**src/orq_pkg.sv**
```systemverilog
package orq_pkg;

  localparam int unsigned CAPACITY   = 256;
  localparam int unsigned DATA_WIDTH = 32;

  localparam int unsigned IDX_W = $clog2(CAPACITY);
  localparam int unsigned CNT_W = $clog2(CAPACITY + 1);

  localparam int unsigned CMD_W    = 3;
  localparam int unsigned POS_W    = 8;
  localparam int unsigned VALUE_W  = 32;
  localparam int unsigned DROP_W   = 9;
  localparam int unsigned STATUS_W = 2;
  localparam int unsigned FOUND_W  = 9;
  localparam int unsigned OCC_W    = 9;

  localparam int unsigned POS_CMP_W  = (POS_W > CNT_W) ? POS_W : CNT_W;
  localparam int unsigned DROP_CMP_W = (DROP_W > CNT_W) ? DROP_W : CNT_W;
  localparam int unsigned SUM_W      = CNT_W + 2;

  typedef logic [DATA_WIDTH-1:0] data_t;
  typedef logic [IDX_W-1:0]      idx_t;
  typedef logic [CNT_W-1:0]      cnt_t;

  typedef enum logic [CMD_W-1:0] {
    CMD_PUSH  = 3'd0,
    CMD_POP   = 3'd1,
    CMD_DROP  = 3'd2,
    CMD_READ  = 3'd3,
    CMD_WRITE = 3'd4,
    CMD_FIND  = 3'd5,
    CMD_COUNT = 3'd6,
    CMD_CLEAR = 3'd7
  } cmd_e;

  typedef enum logic [STATUS_W-1:0] {
    STAT_OK        = 2'd0,
    STAT_RANGE     = 2'd1,
    STAT_BAD_DROP  = 2'd2,
    STAT_NOT_FOUND = 2'd3
  } status_e;

  typedef enum logic [1:0] {
    S_IDLE = 2'd0,
    S_SEEK = 2'd1,
    S_SCAN = 2'd2,
    S_DONE = 2'd3
  } state_e;

  typedef struct packed {
    logic shift;
    logic load;
  } chain_ctrl_t;

endpackage

```
**src/orq_if.sv**
```systemverilog
interface orq_req_if;
  logic                        valid;
  logic                        ready;
  logic [orq_pkg::CMD_W-1:0]   cmd;
  logic [orq_pkg::POS_W-1:0]   position;
  logic [orq_pkg::VALUE_W-1:0] value;
  logic [orq_pkg::DROP_W-1:0]  drop_count;

  modport source (output valid, cmd, position, value, drop_count, input ready);
  modport sink   (input valid, cmd, position, value, drop_count, output ready);
endinterface

interface orq_rsp_if;
  logic                         valid;
  logic                         ready;
  logic [orq_pkg::STATUS_W-1:0] status;
  logic [orq_pkg::VALUE_W-1:0]  read_value;
  logic [orq_pkg::FOUND_W-1:0]  found_position;
  logic [orq_pkg::OCC_W-1:0]    occupancy;
  logic                         overwrote;

  modport source (output valid, status, read_value, found_position, occupancy, overwrote,
                  input ready);
  modport sink   (input valid, status, read_value, found_position, occupancy, overwrote,
                  output ready);
endinterface

```
**src/orq_cell.sv**
```systemverilog
module orq_cell (
  input  logic                 clk_i,
  input  orq_pkg::chain_ctrl_t ctrl_i,
  input  orq_pkg::data_t       shift_data_i,
  input  orq_pkg::data_t       load_data_i,
  output orq_pkg::data_t       data_o
);

  orq_pkg::data_t data_q;

  always_ff @(posedge clk_i) begin
    if (ctrl_i.load) begin
      data_q <= load_data_i;
    end else if (ctrl_i.shift) begin
      data_q <= shift_data_i;
    end
  end

  assign data_o = data_q;

endmodule

```
**src/orq_chain.sv**
```systemverilog
module orq_chain (
  input  logic                 clk_i,
  input  orq_pkg::chain_ctrl_t ctrl_i,
  input  orq_pkg::data_t       load_data_i,
  output orq_pkg::data_t       head_data_o
);

  orq_pkg::data_t cell_data [orq_pkg::CAPACITY];

  for (genvar i = 0; i < orq_pkg::CAPACITY; i++) begin : g_cell
    orq_pkg::chain_ctrl_t cell_ctrl;

    // only the head cell takes a new word
    assign cell_ctrl.shift = ctrl_i.shift;
    assign cell_ctrl.load  = (i == 0) ? ctrl_i.load : 1'b0;

    orq_cell u_cell (
      .clk_i        (clk_i),
      .ctrl_i       (cell_ctrl),
      .shift_data_i (cell_data[(i + 1) % orq_pkg::CAPACITY]),
      .load_data_i  (load_data_i),
      .data_o       (cell_data[i])
    );
  end

  assign head_data_o = cell_data[0];

endmodule

```
**src/overwriting_ring_queue_core.sv**
```systemverilog
// Overwriting ring queue of CAPACITY words held in a closed ring of cells that
// rotates one place per cycle while a command seeks or scans; all access goes through
// the head cell. Each command is accepted, then the ring rotates until its slot is at
// the head, where the command acts on it, and the result is then handed to the output
// register. Drop, clear and rejected commands go straight to the output register;
// push, pop, read and write seek their slot first, and find and count seek to the
// oldest word and then scan the words held, find stopping at the first match.
// One command is worked on at a time; a new one is taken while the last result still
// waits in the output register.
module overwriting_ring_queue_core (
  input  logic     clk_i,
  input  logic     rst_ni,
  orq_req_if.sink  req_i,
  orq_rsp_if.source rsp_o
);

  localparam orq_pkg::cnt_t CAP_CNT  = orq_pkg::CNT_W'(orq_pkg::CAPACITY);
  localparam orq_pkg::idx_t LAST_IDX = orq_pkg::IDX_W'(orq_pkg::CAPACITY - 1);
  localparam logic [orq_pkg::SUM_W-1:0] CAP_SUM = orq_pkg::SUM_W'(orq_pkg::CAPACITY);

  orq_pkg::state_e  state_q, state_d;
  orq_pkg::cnt_t    count_q, count_d;
  orq_pkg::idx_t    newest_q, newest_d;
  orq_pkg::idx_t    rot_q, rot_d;
  orq_pkg::idx_t    target_q, target_d;
  orq_pkg::cnt_t    idx_q, idx_d;
  orq_pkg::cmd_e    cmd_q, cmd_d;
  orq_pkg::data_t   key_q, key_d;
  orq_pkg::status_e status_q, status_d;
  orq_pkg::data_t   rd_q, rd_d;
  orq_pkg::cnt_t    found_q, found_d;
  logic             ovw_q, ovw_d;

  logic                       out_valid_q, out_valid_d;
  orq_pkg::status_e           out_status_q;
  orq_pkg::data_t             out_rd_q;
  orq_pkg::cnt_t              out_found_q;
  orq_pkg::cnt_t              out_occ_q;
  logic                       out_ovw_q;
  logic                       out_load;

  orq_pkg::chain_ctrl_t chain_ctrl;
  orq_pkg::data_t       head_data;

  orq_pkg::cmd_e cmd_in;
  orq_pkg::idx_t newest_inc;
  orq_pkg::idx_t rot_inc;
  orq_pkg::idx_t oldest_slot;
  orq_pkg::idx_t pos_slot;
  logic          empty;
  logic          pos_bad;
  logic          drop_bad;
  logic          hit;
  logic          last;

  logic [orq_pkg::SUM_W-1:0] base_sum;
  logic [orq_pkg::SUM_W-1:0] pos_sum;
  logic [orq_pkg::SUM_W-1:0] oldest_wrap;
  logic [orq_pkg::SUM_W-1:0] pos_wrap;

  orq_chain u_chain (
    .clk_i       (clk_i),
    .ctrl_i      (chain_ctrl),
    .load_data_i (key_q),
    .head_data_o (head_data)
  );

  assign cmd_in     = orq_pkg::cmd_e'(req_i.cmd);
  assign newest_inc = (newest_q == LAST_IDX) ? '0 : newest_q + orq_pkg::IDX_W'(1);
  assign rot_inc    = (rot_q == LAST_IDX) ? '0 : rot_q + orq_pkg::IDX_W'(1);
  assign empty      = (count_q == '0);

  // slot of the oldest word: newest + CAPACITY - count + 1, at most twice CAPACITY
  assign base_sum    = orq_pkg::SUM_W'(newest_q) + CAP_SUM - orq_pkg::SUM_W'(count_q)
                     + orq_pkg::SUM_W'(1);
  assign oldest_wrap = (base_sum >= CAP_SUM) ? base_sum - CAP_SUM : base_sum;
  assign oldest_slot = oldest_wrap[orq_pkg::IDX_W-1:0];

  assign pos_sum  = oldest_wrap + orq_pkg::SUM_W'(req_i.position);
  assign pos_wrap = (pos_sum >= CAP_SUM) ? pos_sum - CAP_SUM : pos_sum;
  assign pos_slot = pos_wrap[orq_pkg::IDX_W-1:0];

  assign pos_bad  = orq_pkg::POS_CMP_W'(req_i.position) >= orq_pkg::POS_CMP_W'(count_q);
  assign drop_bad = (req_i.drop_count == '0)
                 || (orq_pkg::DROP_CMP_W'(req_i.drop_count) > orq_pkg::DROP_CMP_W'(count_q));

  assign hit  = (head_data == key_q);
  assign last = (idx_q == count_q - orq_pkg::CNT_W'(1));

  always_comb begin
    state_d    = state_q;
    count_d    = count_q;
    newest_d   = newest_q;
    target_d   = target_q;
    idx_d      = idx_q;
    cmd_d      = cmd_q;
    key_d      = key_q;
    status_d   = status_q;
    rd_d       = rd_q;
    found_d    = found_q;
    ovw_d      = ovw_q;
    chain_ctrl = '0;
    out_load   = 1'b0;

    case (state_q)
      orq_pkg::S_IDLE: begin
        if (req_i.valid) begin
          cmd_d    = cmd_in;
          key_d    = orq_pkg::DATA_WIDTH'(req_i.value);
          status_d = orq_pkg::STAT_OK;
          rd_d     = '0;
          found_d  = '0;
          ovw_d    = 1'b0;
          idx_d    = '0;
          state_d  = orq_pkg::S_DONE;
          case (cmd_in)
            orq_pkg::CMD_PUSH: begin
              if (!empty) begin
                newest_d = newest_inc;
              end
              if (count_q == CAP_CNT) begin
                ovw_d = 1'b1;
              end else begin
                count_d = count_q + orq_pkg::CNT_W'(1);
              end
              target_d = empty ? newest_q : newest_inc;
              state_d  = orq_pkg::S_SEEK;
            end
            orq_pkg::CMD_POP: begin
              if (empty) begin
                status_d = orq_pkg::STAT_RANGE;
              end else begin
                target_d = oldest_slot;
                count_d  = count_q - orq_pkg::CNT_W'(1);
                state_d  = orq_pkg::S_SEEK;
              end
            end
            orq_pkg::CMD_DROP: begin
              if (drop_bad) begin
                status_d = orq_pkg::STAT_BAD_DROP;
              end else begin
                count_d = count_q - orq_pkg::CNT_W'(req_i.drop_count);
              end
            end
            orq_pkg::CMD_READ, orq_pkg::CMD_WRITE: begin
              if (pos_bad) begin
                status_d = orq_pkg::STAT_RANGE;
              end else begin
                target_d = pos_slot;
                state_d  = orq_pkg::S_SEEK;
              end
            end
            orq_pkg::CMD_FIND, orq_pkg::CMD_COUNT: begin
              if (empty) begin
                status_d = orq_pkg::STAT_RANGE;
              end else begin
                target_d = oldest_slot;
                state_d  = orq_pkg::S_SEEK;
              end
            end
            orq_pkg::CMD_CLEAR: begin
              count_d  = '0;
              newest_d = '0;
            end
            default: ;
          endcase
        end
      end

      orq_pkg::S_SEEK: begin
        if (rot_q == target_q) begin
          case (cmd_q)
            orq_pkg::CMD_PUSH, orq_pkg::CMD_WRITE: begin
              chain_ctrl.load = 1'b1;
              state_d         = orq_pkg::S_DONE;
            end
            orq_pkg::CMD_POP, orq_pkg::CMD_READ: begin
              rd_d    = head_data;
              state_d = orq_pkg::S_DONE;
            end
            orq_pkg::CMD_FIND, orq_pkg::CMD_COUNT: begin
              state_d = orq_pkg::S_SCAN;
            end
            default: begin
              state_d = orq_pkg::S_DONE;
            end
          endcase
        end else begin
          chain_ctrl.shift = 1'b1;
        end
      end

      orq_pkg::S_SCAN: begin
        chain_ctrl.shift = 1'b1;
        idx_d            = idx_q + orq_pkg::CNT_W'(1);
        if (cmd_q == orq_pkg::CMD_FIND) begin
          if (hit) begin
            found_d  = idx_q;
            status_d = orq_pkg::STAT_OK;
            state_d  = orq_pkg::S_DONE;
          end else if (last) begin
            status_d = orq_pkg::STAT_NOT_FOUND;
            state_d  = orq_pkg::S_DONE;
          end
        end else begin
          found_d = found_q + orq_pkg::CNT_W'(hit);
          if (last) begin
            state_d = orq_pkg::S_DONE;
          end
        end
      end

      orq_pkg::S_DONE: begin
        if (!out_valid_q || rsp_o.ready) begin
          out_load = 1'b1;
          state_d  = orq_pkg::S_IDLE;
        end
      end

      default: begin
        state_d = orq_pkg::S_IDLE;
      end
    endcase

    rot_d       = chain_ctrl.shift ? rot_inc : rot_q;
    out_valid_d = out_load || (out_valid_q && !rsp_o.ready);
  end

  assign req_i.ready = (state_q == orq_pkg::S_IDLE);

  always_ff @(posedge clk_i or negedge rst_ni) begin
    if (!rst_ni) begin
      state_q     <= orq_pkg::S_IDLE;
      count_q     <= '0;
      newest_q    <= '0;
      rot_q       <= '0;
      out_valid_q <= 1'b0;
    end else begin
      state_q     <= state_d;
      count_q     <= count_d;
      newest_q    <= newest_d;
      rot_q       <= rot_d;
      out_valid_q <= out_valid_d;
    end
  end

  always_ff @(posedge clk_i) begin
    target_q <= target_d;
    idx_q    <= idx_d;
    cmd_q    <= cmd_d;
    key_q    <= key_d;
    status_q <= status_d;
    rd_q     <= rd_d;
    found_q  <= found_d;
    ovw_q    <= ovw_d;
    if (out_load) begin
      out_status_q <= status_q;
      out_rd_q     <= rd_q;
      out_found_q  <= found_q;
      out_occ_q    <= count_q;
      out_ovw_q    <= ovw_q;
    end
  end

  assign rsp_o.valid          = out_valid_q;
  assign rsp_o.status         = out_status_q;
  assign rsp_o.read_value     = orq_pkg::VALUE_W'(out_rd_q);
  assign rsp_o.found_position = orq_pkg::FOUND_W'(out_found_q);
  assign rsp_o.occupancy      = orq_pkg::OCC_W'(out_occ_q);
  assign rsp_o.overwrote      = out_ovw_q;

endmodule
```
**src/flat_wrapper.sv**
```systemverilog
// flat-port wrapper written by rule: the top's interface ports become plain ports
module overwriting_ring_queue_core_flat 
  (clk_i, rst_ni, req_i_valid, req_i_cmd, req_i_position, req_i_value, req_i_drop_count, req_i_ready, rsp_o_valid, rsp_o_status, rsp_o_read_value, rsp_o_found_position, rsp_o_occupancy, rsp_o_overwrote, rsp_o_ready);
  orq_req_if req_i_i ();
  orq_rsp_if rsp_o_i ();
  input  logic clk_i;
  input  logic rst_ni;
  input wire logic [$bits(req_i_i.valid)-1:0] req_i_valid;
  input wire logic [$bits(req_i_i.cmd)-1:0] req_i_cmd;
  input wire logic [$bits(req_i_i.position)-1:0] req_i_position;
  input wire logic [$bits(req_i_i.value)-1:0] req_i_value;
  input wire logic [$bits(req_i_i.drop_count)-1:0] req_i_drop_count;
  output wire logic [$bits(req_i_i.ready)-1:0] req_i_ready;
  output wire logic [$bits(rsp_o_i.valid)-1:0] rsp_o_valid;
  output wire logic [$bits(rsp_o_i.status)-1:0] rsp_o_status;
  output wire logic [$bits(rsp_o_i.read_value)-1:0] rsp_o_read_value;
  output wire logic [$bits(rsp_o_i.found_position)-1:0] rsp_o_found_position;
  output wire logic [$bits(rsp_o_i.occupancy)-1:0] rsp_o_occupancy;
  output wire logic [$bits(rsp_o_i.overwrote)-1:0] rsp_o_overwrote;
  input wire logic [$bits(rsp_o_i.ready)-1:0] rsp_o_ready;
  assign req_i_i.valid = req_i_valid;
  assign req_i_i.cmd = req_i_cmd;
  assign req_i_i.position = req_i_position;
  assign req_i_i.value = req_i_value;
  assign req_i_i.drop_count = req_i_drop_count;
  assign req_i_ready = req_i_i.ready;
  assign rsp_o_valid = rsp_o_i.valid;
  assign rsp_o_status = rsp_o_i.status;
  assign rsp_o_read_value = rsp_o_i.read_value;
  assign rsp_o_found_position = rsp_o_i.found_position;
  assign rsp_o_occupancy = rsp_o_i.occupancy;
  assign rsp_o_overwrote = rsp_o_i.overwrote;
  assign rsp_o_i.ready = rsp_o_ready;
  overwriting_ring_queue_core u_core (.clk_i(clk_i), .rst_ni(rst_ni), .req_i(req_i_i), .rsp_o(rsp_o_i));
endmodule
```
**config.mk**
```make
export PLATFORM = sky130hd
export DESIGN_NAME = overwriting_ring_queue_core_flat
export DESIGN_NICKNAME = d
export VERILOG_FILES = /design/src/orq_pkg.sv /design/src/orq_if.sv /design/src/orq_cell.sv /design/src/orq_chain.sv /design/src/overwriting_ring_queue_core.sv /design/src/flat_wrapper.sv
export SDC_FILE = /design/constraint.sdc
export NUM_CORES = 2
export LEC_CHECK = 0
export CELL_PAD_IN_SITES_DETAIL_PLACEMENT = 1
export CELL_PAD_IN_SITES_GLOBAL_PLACEMENT = 2
export CORE_AREA = 5 5 708 710
export DETAILED_ROUTE_END_ITERATION = 7
export DIE_AREA = 0 0 713 715
export DONT_BUFFER_PORTS = 1
export PLACE_DENSITY_LB_ADDON = 0.1
export SETUP_SLACK_MARGIN = 0.15
export SLEW_MARGIN = 40
export SYNTH_ARGS = -nofsm -noshare
export SYNTH_HDL_FRONTEND = slang
export SYNTH_SLANG_ARGS = --single-unit
```
**constraint.sdc**
```tcl
create_clock -name clk_i -period 200.5 [get_ports clk_i]
set_input_delay 50.125 -clock clk_i [delete_from_list [all_inputs] [get_ports clk_i]]
set_output_delay 50.125 -clock clk_i [all_outputs]
set_load 0.05 [all_outputs]
```
Yosys cells after proc, flatten, opt, wreduce, memory -nomap -nowiden:

Index checks and enable logic that the tools add are counted.

* $add $sub $neg: 13
* order comparisons: 4
* equality and inequality tests: 33
* muxes and demuxes: 52
* reduce and logical (&&, ||, !) cells: 31

Operator list (count)
* $mux W32: 5
* $pmux W32 S2: 1
* $mux W9: 6
* $mux W8: 6
* $pmux W9 S2: 2
* $pmux W9 S4: 1
* $eq A32 B32 Y1: 1
* $mux W2: 13
* $pmux W8 S3: 1
* $ge A11 B9 Y1 const B: 2
* $eq A3 B3 Y1 const B: 7
* $add A9 B1 Y9 const B: 2
* $logic_not A9 Y1: 2
* $add A8 B1 Y8 const B: 2
* $eq A8 B8 Y1 const B: 2
* $pmux W8 S2: 1
* $ne A2 B2 Y1 const B: 7
* $pmux W2 S3: 2
* $add A11 B1 Y11 const B: 1
* $add A11 B8 Y11: 1
* $mux W11: 1
* $sub A11 B9 Y11: 1
* $sub A11 B9 Y11 const B: 1
* $add A8 B9 Y10 const B: 1
* other kinds (35): 64

* register bits: 8369
* input port bits: 56
* output and inout bits: 55
* logic and storage cells: 407

Logic depth before layout (Yosys ltp):

* depth after elaboration: 10
* depth in mapped cells: 14
* gate-level depth less buffers: 14

By module:

Synthesis repeated with hierarchy kept, for this count alone.

* cell total of the unflattened synthesis: 18456
* area total of the unflattened synthesis: 395325.4 sq um

By module, submodules not included
* orq_cell: times used 256, cells each 69, area each 1507.7 sq um, seq. area each 960.9 sq um
* overwriting_ring_queue_core: times used 1, cells each 791, area each 9351.5 sq um, seq. area each 5175.0 sq um
* orq_chain: times used 1, cells each 1, area each 3.8 sq um, seq. area each 0.0 sq um

Least setup slack after synthesis:

Ideal clock, no wire load.

* path type: reg-to-reg
* start: register u_core.state_q[1]
* end: register u_core.rot_q[2]
* setup time: 0.338 ns
* arrival time: 168.172 ns
* required time: 200.162 ns
* path slack: 31.990 ns
* stages on the path, launching flop included: 9
* path buffers: 1
* period minus slack after synthesis: 168.510 ns
* cells stage by stage: dfrtp_1 > inv_1 > ha_1 > clkbuf_1 > a21boi_0 > o21ai_1 > inv_1 > nand2_1 > xnor2_1

RTL lines
* from (decl): line overwriting_ring_queue_core.sv:21 `orq_pkg::state_e state_q, state_d;`
* from (signal assigned): line overwriting_ring_queue_core.sv:233 `state_q <= orq_pkg::S_IDLE;`
* from (signal assigned): line overwriting_ring_queue_core.sv:239 `state_q <= state_d;`
* to (signal assigned): line overwriting_ring_queue_core.sv:242 `rot_q <= rot_d;`
* to (decl): line overwriting_ring_queue_core.sv:24 `orq_pkg::idx_t rot_q, rot_d;`

Worst setup path in the final report:

* start: register u_core.state_q[0]
* end: output port req_i_ready

* cells in the longest elaborated chain, start to end: 1

RTL lines
* $logic_not A2 Y1: line overwriting_ring_queue_core.sv:229 `assign req_i.ready = (state_q == orq_pkg::S_IDLE);`
* to (decl): line flat_wrapper.sv:13 `output wire logic [$bits(req_i_i.ready)-1:0] req_i_ready;`

Every way passes these cells.

==> metrics.csv <==
metric,value,unit
worst_slew_margin_rel,0.436,
synthesized_netlist_net_count,9134,
holdPathStages,0,
design_power_total,5.66,mW
floorplan.initialDensity,0.516,
avgViaCountPerCell,5.05,
synth_cell_type_count,64,
worstSetupPathType,reg -> out,
grt_max_degree,185,
num_vias,86300,
r2r_end,u_core.u_chain.g_cell[211].u_cell.data_o[21],
fin_nets,10000,
ys.flop_type,edfxtp_1,
placed_cells,15600,
die-height,715,um
synth_sequential_area_ratio,0.982,
gr-total-overflow,0,
synthesis.area,256000,sq um
number_of_buffers_added_to_fix_hold_violations_after_cts,0,
final_hold_viol_count,0,
leakage_power,93.1,nW
holdWs,393,ps
dpl-instance-area,265000,sq um
critical_path.max_fanout,6,
part_of_the_power_in_combinational_logic,0.101,
cts_buffers,795,
die_w,713,um
layout-area-overhead-vs-synth,13.6,%
final_max_slew_viols,0,
yosys_warnings,0,
fin_worst_skew,44.6,ps
report.final.setup_viol,0,
antenna_found_initial,19,
ctsRootBufferMaster,clkbuf_16,
critPathCaptureType,output pin,
post_synthesis_cells,9026,
multiInputGateArea,4320,sq um
worst_min_path_class,reg -> reg,
highest_count_cells_in_the_layout_ignoring_fill_and_taps,"8,341 x edfxtp_1, 816 x clkbuf_16, 203 x clkinv_1",
dr.first_iter.drc_count,7776,
first_pass_iters,5,
top_cell_type_by_total_area_after_synthesis,edfxtp_1,
regToRegSetupSlack,191180,ps
crit_path_time_final,52180,ps
worst_slew_pin_slew,846,ps
drc_errors,0,
cts.sinks,8369,
post-route-cell-area,290000,sq um
post_route_cells_drive_above_1_share,0.117,
sw_frac_of_total,0.251,
most_common_cell_after_layout_fill_and_taps_aside,edfxtp_1,
clkSlewWorstSetupHoldPaths,60,ps
floorplan.die_area,510000,sq um
grt_pass1_vias,88300,
ys_async_sr_fraction,0.00335,
achievable-frequency,19.2,MHz
critPathArrivalTime,2060,ps
p_seq_frac,0.648,
status,"complete, no violations",
area.sequential,251000,sq um
ctsLongestPathBuffers,4,
total_negative_setup_slacks,0,ps
timing.final.crit_share,0.260,
nFillCells,38800,
grt_first_pass_wirelength,531000,um
power.density,19.5,nW/um^2
synth_top_cell_area_share,0.979,
cap_violations,0,
cp-start-kind,register,
cts.htree.levels,6,
floorplan.io_pins,111,
synthesis.area_per_instance,28.3,sq um
global_route.usage.total,0.132,
timing.critical_path.required,150380,ps
p_sw,1.42,mW
postSynthRegisterBits,8369,
worst-r2r-cell-count,18,
hold_path.startpoint,u_core.u_chain.g_cell[15].u_cell.data_o[8],
synth-edff-count,8341,
place_congestion,0.745,
cts_tree,yes,
share_clk_of_total_power,0.251,
drtAntennaViolNets,0,
cell_internal_pwr,4.24,mW
cts_post_setup_buffers_inserted,0,
buffer_ports.inserted,0,
wl,346000,um
dp.final_hpwl,166000,um
postCtsResizedCells,0,
synthTopCellsByArea,"edfxtp_1 98%, dfrtp_1 0.27%, ha_1 0.24%, xnor2_1 0.18%, mux2_2 0.15%",
coreArea,495000,sq um
detail_route.wl_per_cell,20.2,um
rr_startpoint,u_core.rot_q[3],
hold-path-endpoint,u_core.u_chain.g_cell[14].u_cell.data_o[8],
worst_skew_pair.late_latency,1070,ps
instances_no_fill,17100,
vdd_ir_drop_max,0.0169,mV
grt_setup_unrepaired,false,
row_cnt,259,
==> critical path: stages, from the launching register on <==
cell	delay [ps]
dfrtp_1	440
inv_1	120
ha_1	150
buf_4	290
==> cell usage after synthesis (all sizes together) (13+ instances only) <==
cell type and instances:
edfxtp 8341, nand2 62, xnor2 54, ha 49
and2 44, o21ai 42, nor2 41, xor2 38
inv 37, mux2 34, dfrtp 28, a21oi 25
clkbuf 23, nand3 23, nand4 13, nor3 13
==> routing by layer <==
layer,part of all wire,routed length (um),track usage
met1,0.51,177000,0.217
met2,0.41,143000,0.178
met3,0.049,16900,0.0254
met4,0.026,9170,0.0423
met5,0.00010,36,0
==> area by class of cell <==
cell class / instances / area share
Sequential cell: 8369 / 0.865
Inverter: 37 / 0.000504
Timing Repair Buffer: 118 / 0.00568
Tap cell: 6525 / 0.0281
Antenna cell: 9 / 0.0000775
Clock buffer: 1000 / 0.0727
Clock inverter: 456 / 0.0133
Multi-Input combinational cell: 589 / 0.0149
==> flip-flops by register name, indices dropped and copies added (netlist names), 2 cells and up <==
signal,cells
u_core.rsp_o.found_position,9
u_core.newest_q,8
u_core.u_chain.g_cell.u_cell.data_o,8192
u_core.count_q,9
u_core.found_q,9
u_core.idx_q,9
u_core.status_q,2
u_core.rsp_o.status,2
u_core.rsp_o.occupancy,9
u_core.key_q,32
u_core.target_q,8
u_core.state_q,2
u_core.cmd_q,3
u_core.rd_q,32
u_core.rot_q,8
u_core.rsp_o.read_value,32
==> power by group through the flow <==
stage               logic, mW  registers, mW  clock network (mW)
finish                  0.572           3.66                1.42
global route            0.636           3.75                1.57
CTS                     0.589           3.69                1.48
detailed placement      0.600           3.67                   0
global placement        0.542           3.67                   0
floorplan               0.325           10.1                   0
==> through the flow <==
step / utilization / setup slack [ps]
global placement: 0.535 / 147830
detailed placement: 0.536 / 148060
CTS: 0.586 / 148150
finish: 0.587 / 148320
floorplan: - / 31990
global route: 0.587 / 148180
==> logic make-up (layout without fill, tap and decap cells) <==
logic type | Yosys count | count (layout) | synth area share
buffers and inverters | 68 | 1611 | 0.00109
DFF | 8369 | 8369 | 0.982
adders and majority gates | 52 | 52 | 0.00263
and+or+nand+nor | 244 | 244 | 0.00483
xor gates and xnor gates | 93 | 93 | 0.00324
muxes | 40 | 40 | 0.00173
AOI/OAI and AO/OA | 160 | 160 | 0.00426
other | 0 | 9 | 0
==> how the worst max path moves through the flow <==
stage	from	cells past startpoint	slack, ps	endpoint
2_1_floorplan	u_core.state_q[1]	8	31990	u_core.rot_q[2]
3_5_place_dp	req_i_position[4]	7	148060	u_core.target_q[0]
5_1_grt	u_core.state_q[1]	3	148180	req_i_ready
6_report	u_core.state_q[0]	3	148320	req_i_ready
4_1_cts	u_core.state_q[0]	3	148150	req_i_ready
3_3_place_gp	req_i_position[4]	7	147830	u_core.target_q[0]
(Power assumes the default switching activity.)
